===== config.mk =====
export PLATFORM = sky130hd
export DESIGN_NAME = rsv_mul
export DESIGN_NICKNAME = d
export VERILOG_FILES = /design/src/sv/resampling_sample_voice_defines.svh /design/src/sv/rsv_pkg.sv /design/src/sv/rsv_mul.sv
export SDC_FILE = /design/constraint.sdc
export NUM_CORES = 2
export LEC_CHECK = 0
export BUFFER_PORTS_ARGS = -buffer_cell sky130_fd_sc_hd__buf_2
export CAP_MARGIN = 20
export CORE_MARGIN = 10
export CORE_UTILIZATION = 35
export CTS_CLUSTER_DIAMETER = 50
export CTS_CLUSTER_SIZE = 28
export DETAILED_ROUTE_END_ITERATION = 6
export SLEW_MARGIN = 30
export SYNTH_ARGS = -nofsm -noshare
export SYNTH_HDL_FRONTEND = slang
export SYNTH_SLANG_ARGS = --single-unit

===== constraint.sdc =====
create_clock -name clk -period 8.45 [get_ports clk]
set_input_delay 1.69 -clock clk [delete_from_list [all_inputs] [get_ports clk]]
set_output_delay 1.69 -clock clk [all_outputs]
set_load 0.03 [all_outputs]

===== src/sv/resampling_sample_voice_defines.svh =====
// ----------------------------------------------------------------------------
// resampling sample voice assertion macros
// shared concurrent assertion forms, clocked on clk and disabled in reset
// ----------------------------------------------------------------------------
`ifndef RESAMPLING_SAMPLE_VOICE_DEFINES_SVH
`define RESAMPLING_SAMPLE_VOICE_DEFINES_SVH

// pre implies post in the same cycle
`define RSV_ASSERT_SAME(label, pre, post) \
  label: assert property (@(posedge clk) disable iff (!rst_n) (pre) |-> (post)) \
    else $error("rsv check failed");

// pre implies post in the next cycle
`define RSV_ASSERT_NEXT(label, pre, post) \
  label: assert property (@(posedge clk) disable iff (!rst_n) (pre) |=> (post)) \
    else $error("rsv check failed");

`endif


===== src/sv/rsv_pkg.sv =====
// ----------------------------------------------------------------------------
// rsv_pkg
// types and codes shared by the sample playback voice modules
// ----------------------------------------------------------------------------
`default_nettype none

package rsv_pkg;

  // command codes
  localparam logic [2:0] CMD_LOAD  = 3'd0;
  localparam logic [2:0] CMD_TICK  = 3'd1;
  localparam logic [2:0] CMD_PLAY  = 3'd2;
  localparam logic [2:0] CMD_PAUSE = 3'd3;
  localparam logic [2:0] CMD_STOP  = 3'd4;

  // configuration register indexes
  localparam logic [1:0] CFG_SPEED_RATIO   = 2'd0;
  localparam logic [1:0] CFG_VOICE_GAIN    = 2'd1;
  localparam logic [1:0] CFG_CHANNEL_COUNT = 2'd2;
  localparam logic [1:0] CFG_SAMPLE_LENGTH = 2'd3;

  // voice state codes
  localparam logic [1:0] VS_STOPPED = 2'd0;
  localparam logic [1:0] VS_PLAYING = 2'd1;
  localparam logic [1:0] VS_PAUSED  = 2'd2;

  localparam logic [1:0] CHAN_STEREO = 2'd2;

  // step divider: 24 bit ratio over a 9 bit sub-step count
  localparam int DIV_W   = 24;
  localparam int DIVS_W  = 9;
  localparam int DIV_CNT_W = $clog2(DIV_W);

  localparam logic signed [20:0] SAT_MAX = 21'sd32767;
  localparam logic signed [20:0] SAT_MIN = -21'sd32767;

  typedef enum logic [3:0] {
    ST_IDLE,
    ST_DIV_WAIT,
    ST_RD_L,
    ST_RD_R,
    ST_CAP,
    ST_M1,
    ST_M2,
    ST_M3,
    ST_ADV,
    ST_DONE
  } state_t;

  typedef struct packed {
    logic [2:0]         command;
    logic [11:0]        load_address;
    logic signed [15:0] load_value;
  } in_item_t;

  typedef struct packed {
    logic signed [15:0] left_sample;
    logic signed [15:0] right_sample;
    logic [1:0]         voice_state;
    logic               play_refused;
  } out_item_t;

  typedef struct packed {
    logic              start;
    logic [DIV_W-1:0]  dividend;
    logic [DIVS_W-1:0] divisor;
  } div_req_t;

  typedef struct packed {
    logic             done;
    logic [DIV_W-1:0] quotient;
  } div_rsp_t;

  typedef struct packed {
    logic signed [31:0] a;
    logic signed [16:0] b;
  } mul_req_t;

endpackage

`default_nettype wire


===== src/sv/rsv_mul.sv =====
// ----------------------------------------------------------------------------
// rsv_mul
// shared signed multiplier, 32 by 17 bits, registered product
// ----------------------------------------------------------------------------
`default_nettype none

module rsv_mul
  import rsv_pkg::*;
(
  input  wire logic     clk,
  input  wire mul_req_t req,
  output logic signed [48:0] prod
);

  always_ff @(posedge clk) begin
    prod <= $signed(req.a) * $signed(req.b);
  end

endmodule

`default_nettype wire

==> summary.log <==
qor: timing.tns 0 ns
qor: critical_path.crit_path_end_kind flip-flop
qor: logic_synthesis.synth_flop_cell dfxtp_1
qor: route.drt_pre_antenna_iters 4
qor: route.route.met2.wl 25800 um
qor: route.route.detailed.drc 0
qor: timing.timing_max_transition_violations_final 0
qor: layout.fin_util 39.0%
qor: floorplanning.fp.coreArea 0.0552 mm^2
qor: logic_synthesis.synth_enable_flop_cells 0
qor: floorplanning.floorplan.die_area 0.0657 mm^2
qor: timing.timing_hold_violations_final 0
qor: route.drt-vias-per-instance 4.64
qor: logic_synthesis.synthMostInstantiatedCell inv_1
qor: min_path.hold_path.class in2reg
qor: timing.final_period_minus_worst_setup_slack 8.21 ns
qor: route.highest-signal-layer met4
qor: logic_synthesis.netlist_instances 2112
qor: layout.registers.top_by_ff_count prod
qor: global_routing.gr-usage-all-layers 16.0%
qor: logic_synthesis.proportion_of_synthesized_chip_area_in_sequential_cells 5.02%
qor: cts.ctsHoldBuffers 0
qor: cts.cts_buffers 5
qor: critical_path.crit_arrival 8.49 ns
qor: route.drt_wl_total 49500 um
qor: critical_path.critical_path_class in2reg
qor: critical_path.timing.critical_path.slowest_stage_cell fa_1
qor: placement.dp_slack -0.204 ns
qor: placement.place.gp.congestion 0.880
qor: floorplanning.rows 86
qor: route.detail-route-antenna-nets 0
qor: route.wl_met1 20300 um
qor: timing.timing.fmax 122 MHz
qor: cts.cts_tree yes
qor: critical_path.critPathMaxStageDelay 0.52 ns
qor: critical_path.type_of_element_launching_the_critical_path input port
qor: cts.cts.clk_slew.worst_paths 0.07 ns
qor: layout.nNetsFinal 2903
qor: route.via_count 13800
qor: placement.port_buffers 98
qor: logic_synthesis.yosys_warnings 0
qor: placement.detailed_place_hpwl 43200 um
qor: cts.cts_setup_buffers 0
qor: global_routing.first_global_vias 16000
qor: timing.maxSlewHeadroom 53.8%
qor: logic_synthesis.synthesis.nets 2798
qor: floorplanning.initial_standard_cell_utilization_of_the_core 35.4%
qor: critical_path.cp_cell_sequence buf_2 > buf_4 > nand2_1 > fa_1 > fa_1 > fa_1 > inv_1 > fa_1 > fa_1 > inv_1 > fa_1 > inv_1 > ha_1 > and2_4 > nand3_2 > or2_0 > or4_1 > a211o_4 > a311oi_4 > o221a_2 > o21ai_2 > or4b_1 > nand3_1
qor: route.route.detailed.wl_per_inst 16.7 um
qor: timing.number_of_setup_violations_in_the_final_report 0
qor: layout.relative_area_change_from_synthesis_to_final_layout 10.1%
qor: route.wl_met3 1610 um
qor: critical_path.path_max_fanout 14
qor: timing.grt_setup_unrepaired false
qor: timing.tightest_slew 0.693 ns
qor: route.detail_route.iter0.violations 659
qor: layout.fill_cells 5568
qor: floorplanning.die_x 256 um
qor: floorplanning.ios 99
qor: layout.largest_registers_ranked_by_flip_flop_count prod x49
qor: global_routing.grt_antenna_before_repair 0
qor: layout.largest_reg_flops 49
qor: timing.final_min_period_over_clock_period 97.2%
qor: logic_synthesis.synthArstFlopShare 0%
qor: logic_synthesis.synth_top_cells_by_area fa_1 (53%), inv_1 (10%), and2_1 (7.6%)
qor: logic_synthesis.synth_common_cells inv_1 (536), fa_1 (521), nand2_1 (298), and2_1 (238), ha_1 (115)
qor: cts.h-tree-depth 2
qor: logic_synthesis.synth-seq-cells 49
qor: global_routing.largest_net_degree_at_the_start_of_global_routing 33
qor: cts.postcts_resize_cnt 0
qor: layout.drive_above_1_share 8.97%
qor: outcome.status finished clean
qor: critical_path.critical_path.most_common_cell fa_1
qor: timing.setup_ws_final 0.238 ns
qor: global_routing.grt-ovfl-total 0
qor: logic_synthesis.synth_top_cell_area_share 53.4%
qor: cts.cts_buffer_depth 2
qor: logic_synthesis.synth_area 0.0195 mm^2
qor: logic_synthesis.synth.distinct_cells 55
qor: cts.clock-root-buffer clkbuf_16
qor: logic_synthesis.post-synth-top-area-cell fa_1
qor: cts.cts_num_sinks 49
qor: floorplanning.die-height 256 um
qor: logic_synthesis.synthesis.area_per_instance 9.25 um^2
qor: critical_path.critical_path_required 8.73 ns
qor: job.maxCapViolations 0
qor: global_routing.grt_first_pass_wirelength 84400 um
qor: layout.antenna-diode-count 0
==> worst paths after layout <==
| path | startpoint | end | slack, ns | depth (start not counted) |
|---|---|---|---|---|
| max | req[4] | prod[47]$_DFF_P_ | 0.24 | 23 |
| min | req[17] | prod[0]$_DFF_P_ | 1.83 | 3 |
==> per-stage QoR <==
step                instance area [um^2]  instances  hold WS (ns)
floorplan                          19500       2112          1.82
global route                       21500       2966          1.84
CTS                                21500       2966          1.81
detailed placement                 21300       2958          2.13
global placement                   21300       2958          2.13
finish                             21500       2966          1.83
==> kinds of logic (layout without fill, tap and decap cells) <==
logic type      Yosys count  count (layout)  synth area share [%]
flops                    49              49                  5.02
buf+inv                 620             726                  11.9
xor+xnor                 48              48                  2.15
simple gates            637             637                  16.1
mux                       1               1                0.0512
fa+ha+maj               636             636                  60.7
compound gates          121             121                  4.07
==> layer usage <==
layer | GRT usage [%] | vias up
met5 | 0 | -
met4 | 5.87 | 0
met3 | 1.86 | 66
met2 | 28.8 | 253
met1 | 19.3 | 7178
li1 | - | 6272
==> worst max-delay path: cells and delay by family <==
family | cells | cell delay (ns)
compound gates | 4 | 1.14
fa+ha+maj | 7 | 3.28
buf+inv | 5 | 0.71
simple gates | 7 | 1.65
==> cell usage in the layout, fill, tap and decap left out, types with 3 or more instances in the layout <==
cell | synthesis | final
o21a_1 | 8 | 8
nand2b_1 | 8 | 8
ha_1 | 115 | 115
clkbuf_16 | 0 | 5
nand2_1 | 298 | 298
nor2b_1 | 6 | 6
a21o_1 | 22 | 22
xor2_1 | 15 | 15
buf_2 | 0 | 95
buf_4 | 0 | 82
xnor2_1 | 33 | 33
nand4_1 | 6 | 6
and3_1 | 5 | 5
a21oi_1 | 40 | 40
inv_1 | 536 | 536
a2111oi_0 | 3 | 3
nor3b_1 | 3 | 3
o21ai_0 | 19 | 19
a31oi_1 | 3 | 3
o21bai_1 | 5 | 5
nand3_1 | 6 | 6
and2_1 | 238 | 238
fa_1 | 521 | 521
nor3_1 | 5 | 5
nor2_1 | 46 | 46
dfxtp_1 | 49 | 49
buf_12 | 0 | 3
==> cell type report <==
cell class                      count  area, um^2  area share (%)
Inverter                          536        2010            9.35
Sequential cell                    49         981            4.56
Timing Repair Buffer              182        1170            5.45
Multi-Input combinational cell   1443       16300            75.6
Clock inverter                      1        5.00          0.0233
Clock buffer                        7         153           0.709
Tap cell                          748         936            4.35
Power is not shown: default switching activity piles up to over one toggle a cycle in this logic, so the estimate is an artifact.
