$ cat src/sv/resampling_sample_voice_defines.svh
// ----------------------------------------------------------------------------
// resampling sample voice assertion macros
// shared concurrent assertion forms, clocked on clk and disabled in reset
// ----------------------------------------------------------------------------
`ifndef RESAMPLING_SAMPLE_VOICE_DEFINES_SVH
`define RESAMPLING_SAMPLE_VOICE_DEFINES_SVH

// pre implies post in the same cycle
`define RSV_ASSERT_SAME(label, pre, post) \
  label: assert property (@(posedge clk) disable iff (!rst_n) (pre) |-> (post)) \
    else $error("rsv check failed");

// pre implies post in the next cycle
`define RSV_ASSERT_NEXT(label, pre, post) \
  label: assert property (@(posedge clk) disable iff (!rst_n) (pre) |=> (post)) \
    else $error("rsv check failed");

`endif

$ cat src/sv/rsv_pkg.sv
// ----------------------------------------------------------------------------
// rsv_pkg
// types and codes shared by the sample playback voice modules
// ----------------------------------------------------------------------------
`default_nettype none

package rsv_pkg;

  // command codes
  localparam logic [2:0] CMD_LOAD  = 3'd0;
  localparam logic [2:0] CMD_TICK  = 3'd1;
  localparam logic [2:0] CMD_PLAY  = 3'd2;
  localparam logic [2:0] CMD_PAUSE = 3'd3;
  localparam logic [2:0] CMD_STOP  = 3'd4;

  // configuration register indexes
  localparam logic [1:0] CFG_SPEED_RATIO   = 2'd0;
  localparam logic [1:0] CFG_VOICE_GAIN    = 2'd1;
  localparam logic [1:0] CFG_CHANNEL_COUNT = 2'd2;
  localparam logic [1:0] CFG_SAMPLE_LENGTH = 2'd3;

  // voice state codes
  localparam logic [1:0] VS_STOPPED = 2'd0;
  localparam logic [1:0] VS_PLAYING = 2'd1;
  localparam logic [1:0] VS_PAUSED  = 2'd2;

  localparam logic [1:0] CHAN_STEREO = 2'd2;

  // step divider: 24 bit ratio over a 9 bit sub-step count
  localparam int DIV_W   = 24;
  localparam int DIVS_W  = 9;
  localparam int DIV_CNT_W = $clog2(DIV_W);

  localparam logic signed [20:0] SAT_MAX = 21'sd32767;
  localparam logic signed [20:0] SAT_MIN = -21'sd32767;

  typedef enum logic [3:0] {
    ST_IDLE,
    ST_DIV_WAIT,
    ST_RD_L,
    ST_RD_R,
    ST_CAP,
    ST_M1,
    ST_M2,
    ST_M3,
    ST_ADV,
    ST_DONE
  } state_t;

  typedef struct packed {
    logic [2:0]         command;
    logic [11:0]        load_address;
    logic signed [15:0] load_value;
  } in_item_t;

  typedef struct packed {
    logic signed [15:0] left_sample;
    logic signed [15:0] right_sample;
    logic [1:0]         voice_state;
    logic               play_refused;
  } out_item_t;

  typedef struct packed {
    logic              start;
    logic [DIV_W-1:0]  dividend;
    logic [DIVS_W-1:0] divisor;
  } div_req_t;

  typedef struct packed {
    logic             done;
    logic [DIV_W-1:0] quotient;
  } div_rsp_t;

  typedef struct packed {
    logic signed [31:0] a;
    logic signed [16:0] b;
  } mul_req_t;

endpackage

`default_nettype wire

$ cat src/sv/rsv_div.sv
// ----------------------------------------------------------------------------
// rsv_div
// restoring serial divider, one quotient bit per cycle
// ----------------------------------------------------------------------------
`default_nettype none

module rsv_div
  import rsv_pkg::*;
(
  input  wire logic     clk,
  input  wire logic     rst_n,
  input  wire div_req_t req,
  output div_rsp_t      rsp
);

  logic                 busy_r;
  logic                 done_r;
  logic [DIV_CNT_W-1:0] cnt_r;
  logic [DIVS_W-1:0]    rem_r;
  logic [DIVS_W-1:0]    dvs_r;
  logic [DIV_W-1:0]     quo_r;

  logic [DIVS_W:0]      shift_w;
  logic [DIVS_W:0]      diff_w;
  logic                 ge_w;
  logic [DIVS_W-1:0]    rem_nxt;

  always_comb begin
    shift_w = {rem_r, quo_r[DIV_W-1]};
    diff_w  = shift_w - {1'b0, dvs_r};
    ge_w    = (shift_w >= {1'b0, dvs_r});
    rem_nxt = ge_w ? diff_w[DIVS_W-1:0] : shift_w[DIVS_W-1:0];
  end

  always_ff @(posedge clk) begin
    if (!rst_n) begin
      busy_r <= 1'b0;
      done_r <= 1'b0;
      cnt_r  <= '0;
    end else begin
      done_r <= 1'b0;
      if (req.start) begin
        busy_r <= 1'b1;
        cnt_r  <= '0;
        rem_r  <= '0;
        dvs_r  <= req.divisor;
        quo_r  <= req.dividend;
      end else if (busy_r) begin
        rem_r <= rem_nxt;
        quo_r <= {quo_r[DIV_W-2:0], ge_w};
        cnt_r <= cnt_r + 1'b1;
        if (cnt_r == DIV_CNT_W'(DIV_W - 1)) begin
          busy_r <= 1'b0;
          done_r <= 1'b1;
        end
      end
    end
  end

  assign rsp.done     = done_r;
  assign rsp.quotient = quo_r;

endmodule

`default_nettype wire

$ cat config.mk
export PLATFORM = sky130hd
export DESIGN_NAME = rsv_div
export DESIGN_NICKNAME = d
export VERILOG_FILES = /design/src/sv/resampling_sample_voice_defines.svh /design/src/sv/rsv_pkg.sv /design/src/sv/rsv_div.sv
export SDC_FILE = /design/constraint.sdc
export NUM_CORES = 1
export LEC_CHECK = 0
export BUFFER_PORTS_ARGS = -buffer_cell sky130_fd_sc_hd__buf_4
export CORE_MARGIN = 5
export CORE_UTILIZATION = 50
export DETAILED_ROUTE_END_ITERATION = 6
export PLACE_DENSITY_LB_ADDON = 0.25
export SLEW_MARGIN = 25
export SYNTH_ARGS = -nofsm -noshare
export SYNTH_HDL_FRONTEND = slang
export SYNTH_SLANG_ARGS = --single-unit
$ cat constraint.sdc
create_clock -name clk -period 2.9 [get_ports clk]
set_input_delay 0.58 -clock clk [delete_from_list [all_inputs] [get_ports clk]]
set_output_delay 0.58 -clock clk [all_outputs]
set_load 0.01 [all_outputs]
==> out/qor.txt, run 1 <==
Final setup fails: 0
RSZ-0062 raised after global routing: no
Initial core utilization: 52.2%
Layout cells sized above 1: 40.3%
Residual DRC: 0
Netlist Area Pre-Place: 0.00248 mm²
Vias per cell: 5.12
Setup crit start kind: flop
Fmax: 400 MHz
Number of placement rows: 25
Reg2reg setup slack: 0.40 ns
CTS tree: yes
Via count: 1588
Clock Tree Buf Depth: 2
Die span in y: 80.4 µm
Post-synth EDFFs: 42
Vias in the first global route: 1601
Largest net degree at the start of global routing: 37
Antenna Diode Count: 0
Number of hold violations in the final report: 0
Peak VDD IR: 0.289 mV
Cts repair resizes: 0
Netlist cell types: 45
Hold_buf cts: 0
All-Layer GR Usage: 15.2%
CP top delay family: compound AO/OA/AOI/OAI gates
Worst hold path type: input port to flop
Die X: 80.4 µm
Crit path cell chain: inv_1, ha_1, inv_1, fa_1, a21o_1, a221oi_4, a31oi_4, mux2_2
Syn_nets: 229
CP max-delay cell: edfxtp_1
Outcome: finished clean
Post-synth ARST share: 0%
CP Capture Type: flop
Max Cap Viol: 0
DRT Pass-1 Iters: 5
Power Density: 520 mW/mm²
Port bufs: 60
Fill cell count: 393
Mux cell area share after synthesis: 13.1%
Req. time, crit path: 2.95 ns
Crit share post-route: 86.3%
Final slew viol count: 0
First-pass GRT wire length: 7500 µm
WP buf/inv: 2
Wirelength per Cell: 14.8 µm
Simple-gate portion of the synthesized area: 8.22%
Die area: 0.00647 mm²
TNS Setup: 0 ns
Placed insts: 303
ANT nets after route: 0
Main synth FF type: edfxtp_1
CP max FO: 14
Ports: 61
WS Path Type: flop to flop
Post-synthesis sequential area ratio: 56.5%
Syn Area/Cell: 13.6 µm²
Clk_skew: 0.00518 ns
H-Tree Depth: 2
Area Overhead vs Synth: 23.4%
Worst path arrival time: 2.55 ns
Design area: 0.00306 mm²
Post-CTS Setup Repair Bufs: 0
Final nets: 290
Min Tclk post-route: 2.50 ns
Total wire length after detailed routing: 4580 µm
Leak pwr: 1.25 nW
Crit path top cell by count: inv_1
CTS buffer count: 5
Slew headroom: 67.8%
Clk_lat worst skew: 0.29 ns
CTS Sinks: 49
Final Wtd Congestion: 0.861
Worst-margin pin slew: 0.483 ns
Adder-cell share of the synthesized area: 5.85%
GRT overflow: 0
YS warnings: 0
CTS Root Cell: clkbuf_8
Initial antenna violation count: 0
Placed cell areas: 0.00298 mm²
DR iter-0 viols: 77
Cells after Synth: 182
Fin cells: 310
Compound-Gate Fraction of Synth Area: 10.2%
Worst-path clk slew: 0.08 ns
Max incr delay on CP: 0.42 ns
Synth Register Bits: 49
Core Box Area: 0.00475 mm²
HPWL Detailed: 3370 µm
Largest family of logic cells by synthesized area: multiplexers
Xor/xnor cell area share of the yosys netlist: 2.47%
==> sequential cells by signal, summed over array words and instances, names as in the netlist <==
name    flops
rem_r       9
cnt_r       5
busy_r      1
dvs_r       9
quo_r      24
done_r      1
==> synthesized netlist by cell type (2+ instances only) <==
master	number	area, µm²
xor2_1	2	17.5
nand4_1	2	12.5
mux2_2	21	236
ha_1	10	125
nand2_1	6	22.5
o2111ai_1	2	17.5
dfxtp_1	7	140
inv_1	14	52.6
mux2_1	3	33.8
or2_0	2	12.5
nand2b_1	2	12.5
o21ai_0	3	15.0
edfxtp_1	42	1260
mux2i_1	4	40.0
a21oi_1	4	20.0
a211oi_2	3	37.5
nor2_1	13	48.8
a21o_1	3	22.5
xnor2_1	5	43.8
clkbuf_1	5	18.8
nand3_1	3	15.0
o21a_1	2	15.0
or3_1	2	12.5
==> report_power, final <==
group	switching [mW]	internal, mW
clock network	0.210	0.163
registers	0.0251	0.827
logic	0.180	0.186
==> stage by stage <==
step | power (mW) | hold WS [ns] | utilization (%) | setup slack, ns
2_1_floorplan | 1.13 | 0.451 | - | 0.449
3_3_place_gp | 1.23 | 0.480 | 62.8 | 0.454
3_5_place_dp | 1.24 | 0.477 | 62.8 | 0.387
4_1_cts | 1.60 | 0.450 | 64.4 | 0.366
5_1_grt | 1.67 | 0.439 | 64.4 | 0.216
6_report | 1.59 | 0.460 | 64.4 | 0.398
==> final cells by class <==
cell class	count	area (µm²)	area share [%]
clock buffer	6	72.6	2.37
clock inverter	1	3.75	0.123
timing repair buffer	61	458	15.0
tap	67	83.8	2.74
multi-input combinational	112	988	32.3
inverter	14	52.6	1.72
sequential	49	1400	45.8
==> worst paths after layout <==
kind,end,cells after the start,start
max,quo_r[0],8,quo_r[23]
min,dvs_r[4],1,req[4]
min reg2reg,done_r,2,cnt_r[4]
max reg2reg,quo_r[0],8,quo_r[23]
==> kinds of logic after synthesis <==
group                    after synthesis
AND/OR/NAND/NOR                       39
multiplexers                          29
XOR/XNOR                               7
AO/OA/AOI/OAI                         26
buffers and inverters                 21
flip-flops                            49
adder cells (fa/ha/maj)               11
==> layer usage <==
| metal | track usage [%] | part of all wire, % |
|---|---|---|
| met5 | 0 | 0 |
| met4 | 5.07 | 1.1 |
| met3 | 4.71 | 5.4 |
| met2 | 24.9 | 51 |
| met1 | 18.9 | 43 |
==> layout by cell type (no fill, tap or decap), types with 2 or more instances in the layout <==
cell	Yosys	final
buf_4	1	61
edfxtp_1	42	42
mux2_2	21	21
inv_1	14	14
nor2_1	13	13
ha_1	10	10
dfxtp_1	7	7
nand2_1	6	6
xnor2_1	5	5
clkbuf_8	0	5
a21oi_1	4	4
mux2i_1	4	4
mux2_1	3	3
a21o_1	3	3
a211oi_2	3	3
o21ai_0	3	3
nand3_1	3	3
o21a_1	2	2
o2111ai_1	2	2
nand2b_1	2	2
or2_0	2	2
or3_1	2	2
nand4_1	2	2
xor2_1	2	2
No activity file was read; power rests on OpenSTA's default activity.
==> run 2, diff against run 1 <==
--- a/config.mk
+++ b/config.mk
@@ -9,7 +9,7 @@
 export CORE_MARGIN = 5
 export CORE_UTILIZATION = 50
 export DETAILED_ROUTE_END_ITERATION = 6
-export PLACE_DENSITY_LB_ADDON = 0.25
+export PLACE_DENSITY = 0.76
 export SLEW_MARGIN = 25
 export SYNTH_ARGS = -nofsm -noshare
 export SYNTH_HDL_FRONTEND = slang
==> out/qor.txt, run 2 (synthesis gave the netlist of run 1 again) <==
Cts repair resizes: 0 (unchanged)
Number of hold violations in the final report: 0 (unchanged)
Initial antenna violation count: 0 (unchanged)
Die area: 0.00647 mm² (unchanged)
CP max FO: 14 (unchanged)
Port bufs: 60 (unchanged)
Outcome: finished clean
Placed cell areas: 0.00299 mm² (+0.25%)
Die span in y: 80.4 µm (unchanged)
Final Wtd Congestion: 0.817 (-5.1%)
Max FFs per register: 24 (unchanged)
Design area: 0.00310 mm² (+1.2%)
Final Total Pwr: 1.69 mW (+6.2%)
H-Tree Depth: 2 (unchanged)
Fill cell count: 396 (+0.76%)
Worst hold path type: input port to flop
Vias in the first global route: 1667 (+4.1%)
CP Capture Type: flop
GRT overflow: 0 (unchanged)
Post-CTS Setup Repair Bufs: 0 (unchanged)
Clock Tree Buf Depth: 2 (unchanged)
Fmax: 398 MHz (-0.44%)
Slew headroom: 66.0% (-1.8 points)
Core Box Area: 0.00475 mm² (unchanged)
Largest registers: quo_r: 24 flops, dvs_r: 9 flops, rem_r: 9 flops
Ports: 61 (unchanged)
FF/Latch Area: 0.00140 mm² (unchanged)
Residual DRC: 0 (unchanged)
HPWL Detailed: 3460 µm (+2.7%)
Initial core utilization: 52.2% (unchanged)
CTS tree: yes
Largest net degree at the start of global routing: 37 (unchanged)
Wirelength per Cell: 15.0 µm (+1.7%)
WS Path Type: flop to flop
Most frequent cells in the layout: 62 x buf_4, 42 x edfxtp_1, 21 x mux2_2
Multi-input logic area: 988 µm² (unchanged)
Clk_skew: 0.00718 ns (+0.00200 ns)
Power Density: 545 mW/mm² (+4.9%)
Final nets: 291 (+0.34%)
Via count: 1603 (+0.94%)
First-pass GRT wire length: 7910 µm (+5.5%)
Peak VDD IR: 0.374 mV (+29%)
Worst path arrival time: 2.66 ns (+0.11 ns)
CTS Sinks: 49 (unchanged)
Worst-margin pin slew: 0.510 ns (+0.0270 ns)
RSZ-0062 raised after global routing: no
CTS buffer count: 5 (unchanged)
Die X: 80.4 µm (unchanged)
Min Tclk post-route: 2.51 ns (+0.0111 ns)
Crit share post-route: 86.7% (+0.38 points)
Clk_lat worst skew: 0.30 ns (about the same)
CTS Root Cell: clkbuf_8
Area Overhead vs Synth: 24.9%
Final setup fails: 0 (unchanged)
TNS Setup: 0 ns (unchanged)
Number of placement rows: 25 (unchanged)
DR iter-0 viols: 67 (-13%)
Leak pwr: 1.26 nW (+1.5%)
Max Cap Viol: 0 (unchanged)
Final slew viol count: 0 (unchanged)
Req. time, crit path: 3.05 ns (+0.10 ns)
Most common cell after layout, fill and taps aside: buf_4
Hold Slack: 0.455 ns (-0.00495 ns)
Setup crit start kind: flop
Layout cells sized above 1: 40.8% (+0.49 points)
Hold_buf cts: 0 (unchanged)
Total wire length after detailed routing: 4690 µm (+2.3%)
All-Layer GR Usage: 16.3% (+1.1 points)
Worst-path clk slew: 0.09 ns (about the same)
Vias per cell: 5.14 (+0.30%)
ANT nets after route: 0 (unchanged)
Antenna Diode Count: 0 (unchanged)
DRT Pass-1 Iters: 4 (-1)
Most flops, register: quo_r
-- run 2: cell types whose count changed in the layout (fill, tap and decap cells not counted), sizes merged --
cell,before,now
buf,61,62
bufinv,0,1
-- run 2: stage by stage --
step / utilization (%) / instances / setup WS, ns
6_report: 65.2 / 312 / 0.387
5_1_grt: 65.2 / 312 / 0.170
4_1_cts: 65.2 / 312 / 0.361
3_5_place_dp: 62.9 / 304 / 0.388
3_3_place_gp: 62.9 / 304 / 0.458
2_1_floorplan: - / 182 / 0.449
-- run 2: path summary, 6_finish.rpt --
path	start	endpoint	slack, ns	cells after the start
max	quo_r[23]	rem_r[5]	0.39	9
min	req[7]	dvs_r[7]	0.45	1
max reg2reg	quo_r[23]	rem_r[5]	0.39	9
min reg2reg	cnt_r[4]	done_r	0.49	2
-- run 2: worst max-delay path, cell delays in order (launching register included) --
cell and delay (ns):
edfxtp_1 0.43, inv_1 0.09, ha_1 0.16, inv_1 0.05
fa_1 0.40, a21o_1 0.23, a221oi_4 0.34, a31oi_4 0.24
or2_0 0.28, a21oi_1 0.14
-- run 2: area by class of cell --
| class | count | share of cell area [%] |
|---|---|---|
| Multi-Input combinational cell | 112 | 31.9 |
| Clock inverter | 2 | 1.09 |
| Timing Repair Buffer | 62 | 15.0 |
| Clock buffer | 6 | 2.34 |
| Inverter | 14 | 1.70 |
| Sequential cell | 49 | 45.2 |
| Tap cell | 67 | 2.71 |
-- run 2: layer usage --
| layer | vias to the layer above | GRT usage (%) | wire length, µm |
|---|---|---|---|
| li1 | 796 | - | - |
| met1 | 768 | 20.5 | 2080 |
| met2 | 34 | 26.1 | 2230 |
| met3 | 5 | 5.61 | 320 |
| met4 | 0 | 5.57 | 55 |
| met5 | - | 0 | 0 |
-- run 2: power breakdown --
part | internal (mW) | switching [mW]
combinational | 0.187 | 0.178
clock | 0.255 | 0.215
sequential | 0.827 | 0.0271
